<file path="src/design/gdf_pkg.sv">
// gdf_pkg: widths, codes and shared types of the gapped dipeptide frequency unit
// no dependencies; imported by the channel interfaces and every module
`default_nettype none

package gdf_pkg;

   // residue alphabet, index order A R N D C Q E G H I L K M F P S T W Y V
   localparam int unsigned RESIDUE_COUNT = 20;
   localparam int unsigned DEF_MAX_LENGTH = 4096;

   localparam int unsigned KIND_W = 1;
   localparam int unsigned POS_W = 12;
   localparam int unsigned RES_W = 5;
   localparam int unsigned WEIGHT_W = 16;
   localparam int unsigned GAP_W = 12;
   localparam int unsigned LEN_W = 13;
   localparam int unsigned PROD_W = 2 * WEIGHT_W;
   localparam int unsigned SUM_W = 44;

   localparam int unsigned CSR_ADDR_W = 3;
   localparam int unsigned CSR_DATA_W = 32;

   localparam logic [KIND_W-1:0] KIND_LOAD = 1'b0;
   localparam logic [KIND_W-1:0] KIND_QUERY = 1'b1;

   // register index as seen on paddr[2]
   localparam logic CSR_SEQUENCE_LENGTH = 1'b0;

   typedef enum logic [2:0] {
      ST_IDLE,
      ST_HEAD,
      ST_TAIL,
      ST_MUL,
      ST_ACC,
      ST_DONE
   } gdf_state_type;

   typedef struct packed {
      logic clear;
      logic load_head;
      logic mult;
      logic accumulate;
   } gdf_mac_ctrl_type;

endpackage

`default_nettype wire

</file>
<file path="src/design/gdf_mac_unit.sv">
// gdf_mac_unit: shared multiply-accumulate datapath stepped by the query sequencer
// depends on gdf_pkg for widths and the control struct
`default_nettype none

module gdf_mac_unit import gdf_pkg::*; (
   input  wire logic                clock,
   input  wire gdf_mac_ctrl_type    ctrl,
   input  wire logic [WEIGHT_W-1:0] rdata,
   output logic      [SUM_W-1:0]    acc
);

   logic [WEIGHT_W-1:0] head_ff;
   logic [PROD_W-1:0]   product_ff;
   logic [SUM_W-1:0]    acc_ff;

   always_ff @(posedge clock) begin
      if (ctrl.load_head) begin
         head_ff <= rdata;
      end
      if (ctrl.mult) begin
         product_ff <= head_ff * rdata;
      end
      if (ctrl.clear) begin
         acc_ff <= '0;
      end else if (ctrl.accumulate) begin
         acc_ff <= acc_ff + SUM_W'(product_ff);
      end
   end

   assign acc = acc_ff;

endmodule

`default_nettype wire

</file>
<file path="config.mk">
export PLATFORM = sky130hd
export DESIGN_NAME = gdf_mac_unit
export DESIGN_NICKNAME = d
export VERILOG_FILES = /design/src/design/gdf_pkg.sv /design/src/design/gdf_mac_unit.sv
export SDC_FILE = /design/constraint.sdc
export NUM_CORES = 1
export LEC_CHECK = 0
export BUFFER_PORTS_ARGS = -buffer_cell sky130_fd_sc_hd__buf_2
export CAP_MARGIN = 5
export CORE_AREA = 2 2 199 201
export CTS_CLUSTER_DIAMETER = 200
export DETAILED_ROUTE_END_ITERATION = 8
export DIE_AREA = 0 0 201 203
export GPL_ROUTABILITY_DRIVEN = 0
export GPL_TIMING_DRIVEN = 1
export SYNTH_ARGS = -nofsm -noshare
export SYNTH_HDL_FRONTEND = slang
export SYNTH_SLANG_ARGS = --single-unit
export TNS_END_PERCENT = 100
</file>
<file path="constraint.sdc">
create_clock -name clock -period 11.8 [get_ports clock]
set_input_delay 1.18 -clock clock [delete_from_list [all_inputs] [get_ports clock]]
set_output_delay 1.18 -clock clock [all_outputs]
set_load 0.1 [all_outputs]
</file>
==> results.toml, run 1 <==
[clock_tree]
clock_sinks = 92
insertion_delay_ns = 0.38
path_clk_slew_ns = 0.07
post_cts_buffers = 0
cts_inserted_buffers = 9
h-tree-depth = 3
cts_root_buf = "clkbuf_16"
post_cts_resized = 0
cts_tree = "yes"
hold_buffers = 0
cts.path.max_buffers = 2

[placement]
portBuffers = 64
place_inst = 2006
dp_hpwl_mm = 25.8

[detailed_routing]
dr.max_layer_used = "met4"
wl_met2_mm = 14.7
met1_length_mm = 15.6
post-route-drc-count = 0
post_drt_wl_per_cell_um = 16.0
num_vias = 10100
first_pass_iters = 5
via_per_inst = 5.01
first_iter_violations = 409
wl_met3_mm = 1.66
ant_nets = 0
wirelength_mm = 32.4

[yosys]
syn_inst = 1478
synth-edff-count = 48
ys_types = 61
async_flop_share_pct = 0
ys_ff_latch = 92
mappedNetlistArea_mm2 = 0.0134
synth_nets = 1830
synth_flop_cell = "edfxtp_1"
syn_area_per_cell_um2 = 9.09
yosys_warnings = 0
yosysSeqAreaShare_pct = 17.3

[sta]
report.final.slew_viol_count = 0
tightest_slew_ns = 0.924
skew_ns = 0.0122
hold_viol = 0
fmax_mhz = 147
finalSetupTns_ns = 0
fin_crit_sh_pct = 57.8
relSlewSlack_pct = 38.4
finalSetupViolations = 0
rsz0062_at_grt = "false"
min_period_ns = 6.82

[worst_hold_path]
hp-class = "reg2reg"

[global_routing]
grt_pass1_vias = 10500
antenna_found_initial = 0
overflow = 0
grt_max_degree = 51
grt_pass1_wl_mm = 53.9
track_usage_pct = 16.5

[floorplan]
dieArea_mm2 = 0.0408
start_util_pct = 34.9
rows = 72
die_height_um = 203
die_x_um = 201
core_area_mm2 = 0.0385
io_pins = 65

[setup_path]
path_class = "in2reg"
end_kind = "flop"
worstPathArrival_ns = 6.99
crit_fanout = 17
cp_data_required_time_ns = 11.97
start_kind = "primary input"

[finish]
area_growth_pct = 7.84
antennaDiodeCount = 0
layout.nets = 1851
drive_gt1_share_pct = 6.12
multiInputGateArea_mm2 = 0.0100
fill_cells = 3954
regArea_mm2 = 0.00232
utilization_pct = 37.7
instances_no_fill = 2022

[status]
status = "finished, final reports clean"

[job]
maxCapViolCount = 0
-- Yosys cell counts, types with 6 or more instances --
library cell / number / area [um^2]
inv_1: 231 / 867
and3_1: 13 / 81.3
ha_1: 136 / 1700
a21oi_1: 74 / 370
o21ai_0: 46 / 230
mux2i_1: 12 / 120
xnor2_1: 26 / 228
dfxtp_1: 44 / 881
o21a_1: 14 / 105
o21bai_1: 6 / 45.0
nand2b_1: 12 / 75.1
clkbuf_1: 50 / 188
nor2_1: 65 / 244
and2_1: 125 / 782
nand2_1: 181 / 679
a21o_1: 23 / 173
or3_1: 11 / 68.8
a211oi_1: 16 / 120
nor2b_1: 10 / 62.6
nor3_1: 21 / 105
fa_1: 195 / 3900
nand4_1: 7 / 43.8
edfxtp_1: 48 / 1440
nand3_1: 16 / 80.1
xor2_1: 19 / 166
-- kinds of logic after synthesis --
group	share of synthesized area [%]
multiplexers	0.894
adder cells (fa/ha/maj)	41.7
flip-flops	17.3
AO/OA/AOI/OAI	11.4
AND/OR/NAND/NOR	17.8
buffers and inverters	8.01
XOR/XNOR	2.93
-- worst max-delay path: stages --
cell and delay, ns:
buf_2 0.28, nand2_1 0.14, fa_1 0.54, fa_1 0.51, fa_1 0.51, inv_1 0.04, ha_1 0.29, fa_1 0.54
inv_1 0.05, fa_1 0.52, inv_1 0.04, ha_1 0.36, a211o_1 0.31, o31a_1 0.31, a21oi_4 0.25, a2111oi_4 0.12
o32ai_4 0.38, or4b_1 0.47, o311ai_1 0.12
-- final timing paths --
check / from / end / slack, ns / cells past startpoint
setup reg to reg: head_ff[9] / product_ff[25] / 5.23 / 18
setup / recovery: rdata[1] / product_ff[25] / 4.98 / 19
hold reg to reg: acc[30] / acc[30] / 0.50 / 2
hold / removal: acc[30] / acc[30] / 0.50 / 2
-- layer usage --
metal  vias to the layer above  track usage, %
met4                         0            3.76
met3                        23            2.73
met2                       247            26.6
met5                         -               0
met1                      5010            23.3
li1                       4859               -
-- cell type report --
cell class	instances	area share, %
tap	518	4.47
clock buffer	10	1.73
timing repair buffer	65	2.26
clock inverter	6	0.250
multi-input combinational	1100	69.3
inverter	231	5.98
sequential	92	16.0
-- state kept, by name, summed over array words and instances (netlist names) --
register and flops:
acc 44, head_ff 16, product_ff 32
-- stage by stage --
step | area, um^2 | worst slack, ns | hold slack [ns]
2_1_floorplan | 13400 | 4.96 | 0.568
3_3_place_gp | 14200 | 4.73 | 0.476
3_5_place_dp | 14200 | 4.57 | 0.487
4_1_cts | 14500 | 4.98 | 0.506
5_1_grt | 14500 | 4.63 | 0.526
6_report | 14500 | 4.98 | 0.499
-- cell usage in the layout, fill, tap and decap left out, types with 21 or more instances in the layout --
cell      Yosys  routed
inv_1       231     232
fa_1        195     195
nand2_1     181     181
ha_1        136     136
and2_1      125     125
a21oi_1      74      74
nor2_1       65      65
buf_2         1      64
edfxtp_1     48      48
o21ai_0      46      46
dfxtp_1      44      44
xnor2_1      26      26
a21o_1       23      23
nor3_1       21      21
Power of run 1 is not shown: default switching activity piles up to over one toggle a cycle in this logic, so the estimate is an artifact.
==> run 2: changes to the inputs <==
==> constraint.sdc (replaced) <==
create_clock -name clock -period 6.7 [get_ports clock]
set_input_delay 0.67 -clock clock [delete_from_list [all_inputs] [get_ports clock]]
set_output_delay 0.67 -clock clock [all_outputs]
set_load 0.1 [all_outputs]
==> run 2 against run 1 <==
Die area unchanged. Clock skew increased by 0.0021 ns. Core utilization increased by 0.56 points. Worst hold slack improved by 0.0041 ns. Critical path depth unchanged. Routed wire length increased by 1.3%. Largest cell class unchanged. Design area increased by 1.5%. First-iteration DRC count increased by 30%. Via count decreased by 0.41%. Non-clock buffer count increased by 22. Final cell count increased by 1.1%. Clock-buffer cell count increased by 2.
==> results.toml, run 2 (synthesis gave the netlist of run 1 again) <==
[setup_path]
end_kind = "flop"
cp.depth = 19
worst_r2r_endpoint = "product_ff[25]"
regToRegSetupSlack_ns = 0.35
endpoint = "product_ff[25]"
reg2reg_depth = 19
crit_fanout = 8
r2r-start = "head_ff[6]"
crit_start = "head_ff[6]"
crit_buf_inv = 4
start_kind = "flop"
cp_slowest_cell = "edfxtp_1"
cpLargestDelayFamily = "adder cells"
cp_data_required_time_ns = 6.86
path_class = "reg2reg"
crit_chain = "and2_1, fa_1, inv_1, fa_1, fa_1, inv_1, ha_1, fa_1, inv_1, fa_1, inv_1, ha_1, a211o_1, o31a_1, a21oi_4, a2111oi_4, o32ai_4, or4b_1, o311ai_1"
slowest_delay_ns = 0.56
timing.critical_path.mode_cell = "fa_1"
worstPathArrival_ns = 6.51

[detailed_routing]
ant_nets = 0
post_drt_wl_per_cell_um = 16.0
first_pass_iters = 4
post-route-drc-count = 0
num_vias = 10100
wirelength_mm = 32.8
first_iter_violations = 530
via_per_inst = 4.94

[global_routing]
antenna_found_initial = 0
overflow = 0
track_usage_pct = 16.4
grt_pass1_vias = 10300
grt_max_degree = 51
grt_pass1_wl_mm = 53.9

[clock_tree]
path_clk_slew_ns = 0.08
h-tree-depth = 3
cts_tree = "yes"
cts.path.max_buffers = 2
insertion_delay_ns = 0.37
post_cts_resized = 0
cts_inserted_buffers = 9
cts_root_buf = "clkbuf_16"
post_cts_buffers = 0
hold_buffers = 0
clock_sinks = 92

[finish]
antennaDiodeCount = 0
final_common_cell = "inv_1"
layout_common_cells = "231 x inv_1, 195 x fa_1, 181 x nand2_1"
drive_gt1_share_pct = 7.47
fill_cells = 3916
layout.nets = 1873
area_growth_pct = 9.45
regArea_mm2 = 0.00232
largest_reg_flops = 44
multiInputGateArea_mm2 = 0.0100

[sta]
fin_crit_sh_pct = 94.8
report.final.slew_viol_count = 0
tightest_slew_ns = 0.935
min_period_ns = 6.35
finalSetupViolations = 0
fmax_mhz = 157
skew_ns = 0.0143
relSlewSlack_pct = 37.7
hold_viol = 0
rsz0062_at_grt = "false"
finalSetupTns_ns = 0

[placement]
portBuffers = 64
dp_hpwl_mm = 26.6

[floorplan]
die_height_um = 203
rows = 72
start_util_pct = 34.9
dieArea_mm2 = 0.0408
die_x_um = 201
io_pins = 65
core_area_mm2 = 0.0385

[job]
maxCapViolCount = 0

[worst_hold_path]
hp-class = "reg2reg"

[status]
status = "finished, final reports clean"
==> run 2: changes by cell type in the layout (fill, tap and decap cells not counted), sizes merged <==
cell,change
clkinv,-2
clkbuf,+2
inv,-1
buf,+22
bufinv,+1
==> run 2: worst min path at each step <==
stage / start / end / slack [ns] / cells after the start
after floorplan: product_ff[0] / acc[0] / 0.57 / 3
after global placement: acc[23] / acc[23] / 0.48 / 2
after detailed placement: acc[23] / acc[23] / 0.49 / 2
after CTS: acc[23] / acc[23] / 0.51 / 2
after global routing: acc[41] / acc[41] / 0.54 / 2
final: acc[43] / acc[43] / 0.50 / 2
==> run 2: layout make-up <==
cell class                 count  share of cell area, %
multi-input combinational   1100                   68.3
timing repair buffer          87                   3.35
clock buffer                  12                   1.90
clock inverter                 4                  0.400
sequential                    92                   15.8
tap                          518                   4.41
inverter                     231                   5.90
==> run 2: through the flow <==
stage,area (um^2),utilization [%],setup WS [ns],std cells,hold WS (ns)
finish,14700,38.2,0.347,2044,0.503
detailed placement,14400,37.3,0.163,2028,0.494
global placement,14400,37.3,0.275,2028,0.477
global route,14700,38.2,0.0800,2044,0.537
floorplan,13400,-,0.373,1478,0.568
CTS,14700,38.2,0.327,2044,0.507
==> run 2: layer usage <==
layer  track usage, %  vias to the layer above  wire length, um  part of all wire [%]
li1                 -                     4908                -                     -
met1             23.4                     4955            16100                    49
met2             26.4                      212            14900                    45
met3             2.57                       22             1510                   4.6
met4             3.33                        0              321                  0.98
met5                0                        -                0                     0
==> run 2: worst min-delay path, cell delays in order, from the launching register on <==
cell and delay (ns):
dfxtp_1 0.33, o31ai_1 0.07, a21oi_1 0.06
Power of run 2 is left out for the same reason.
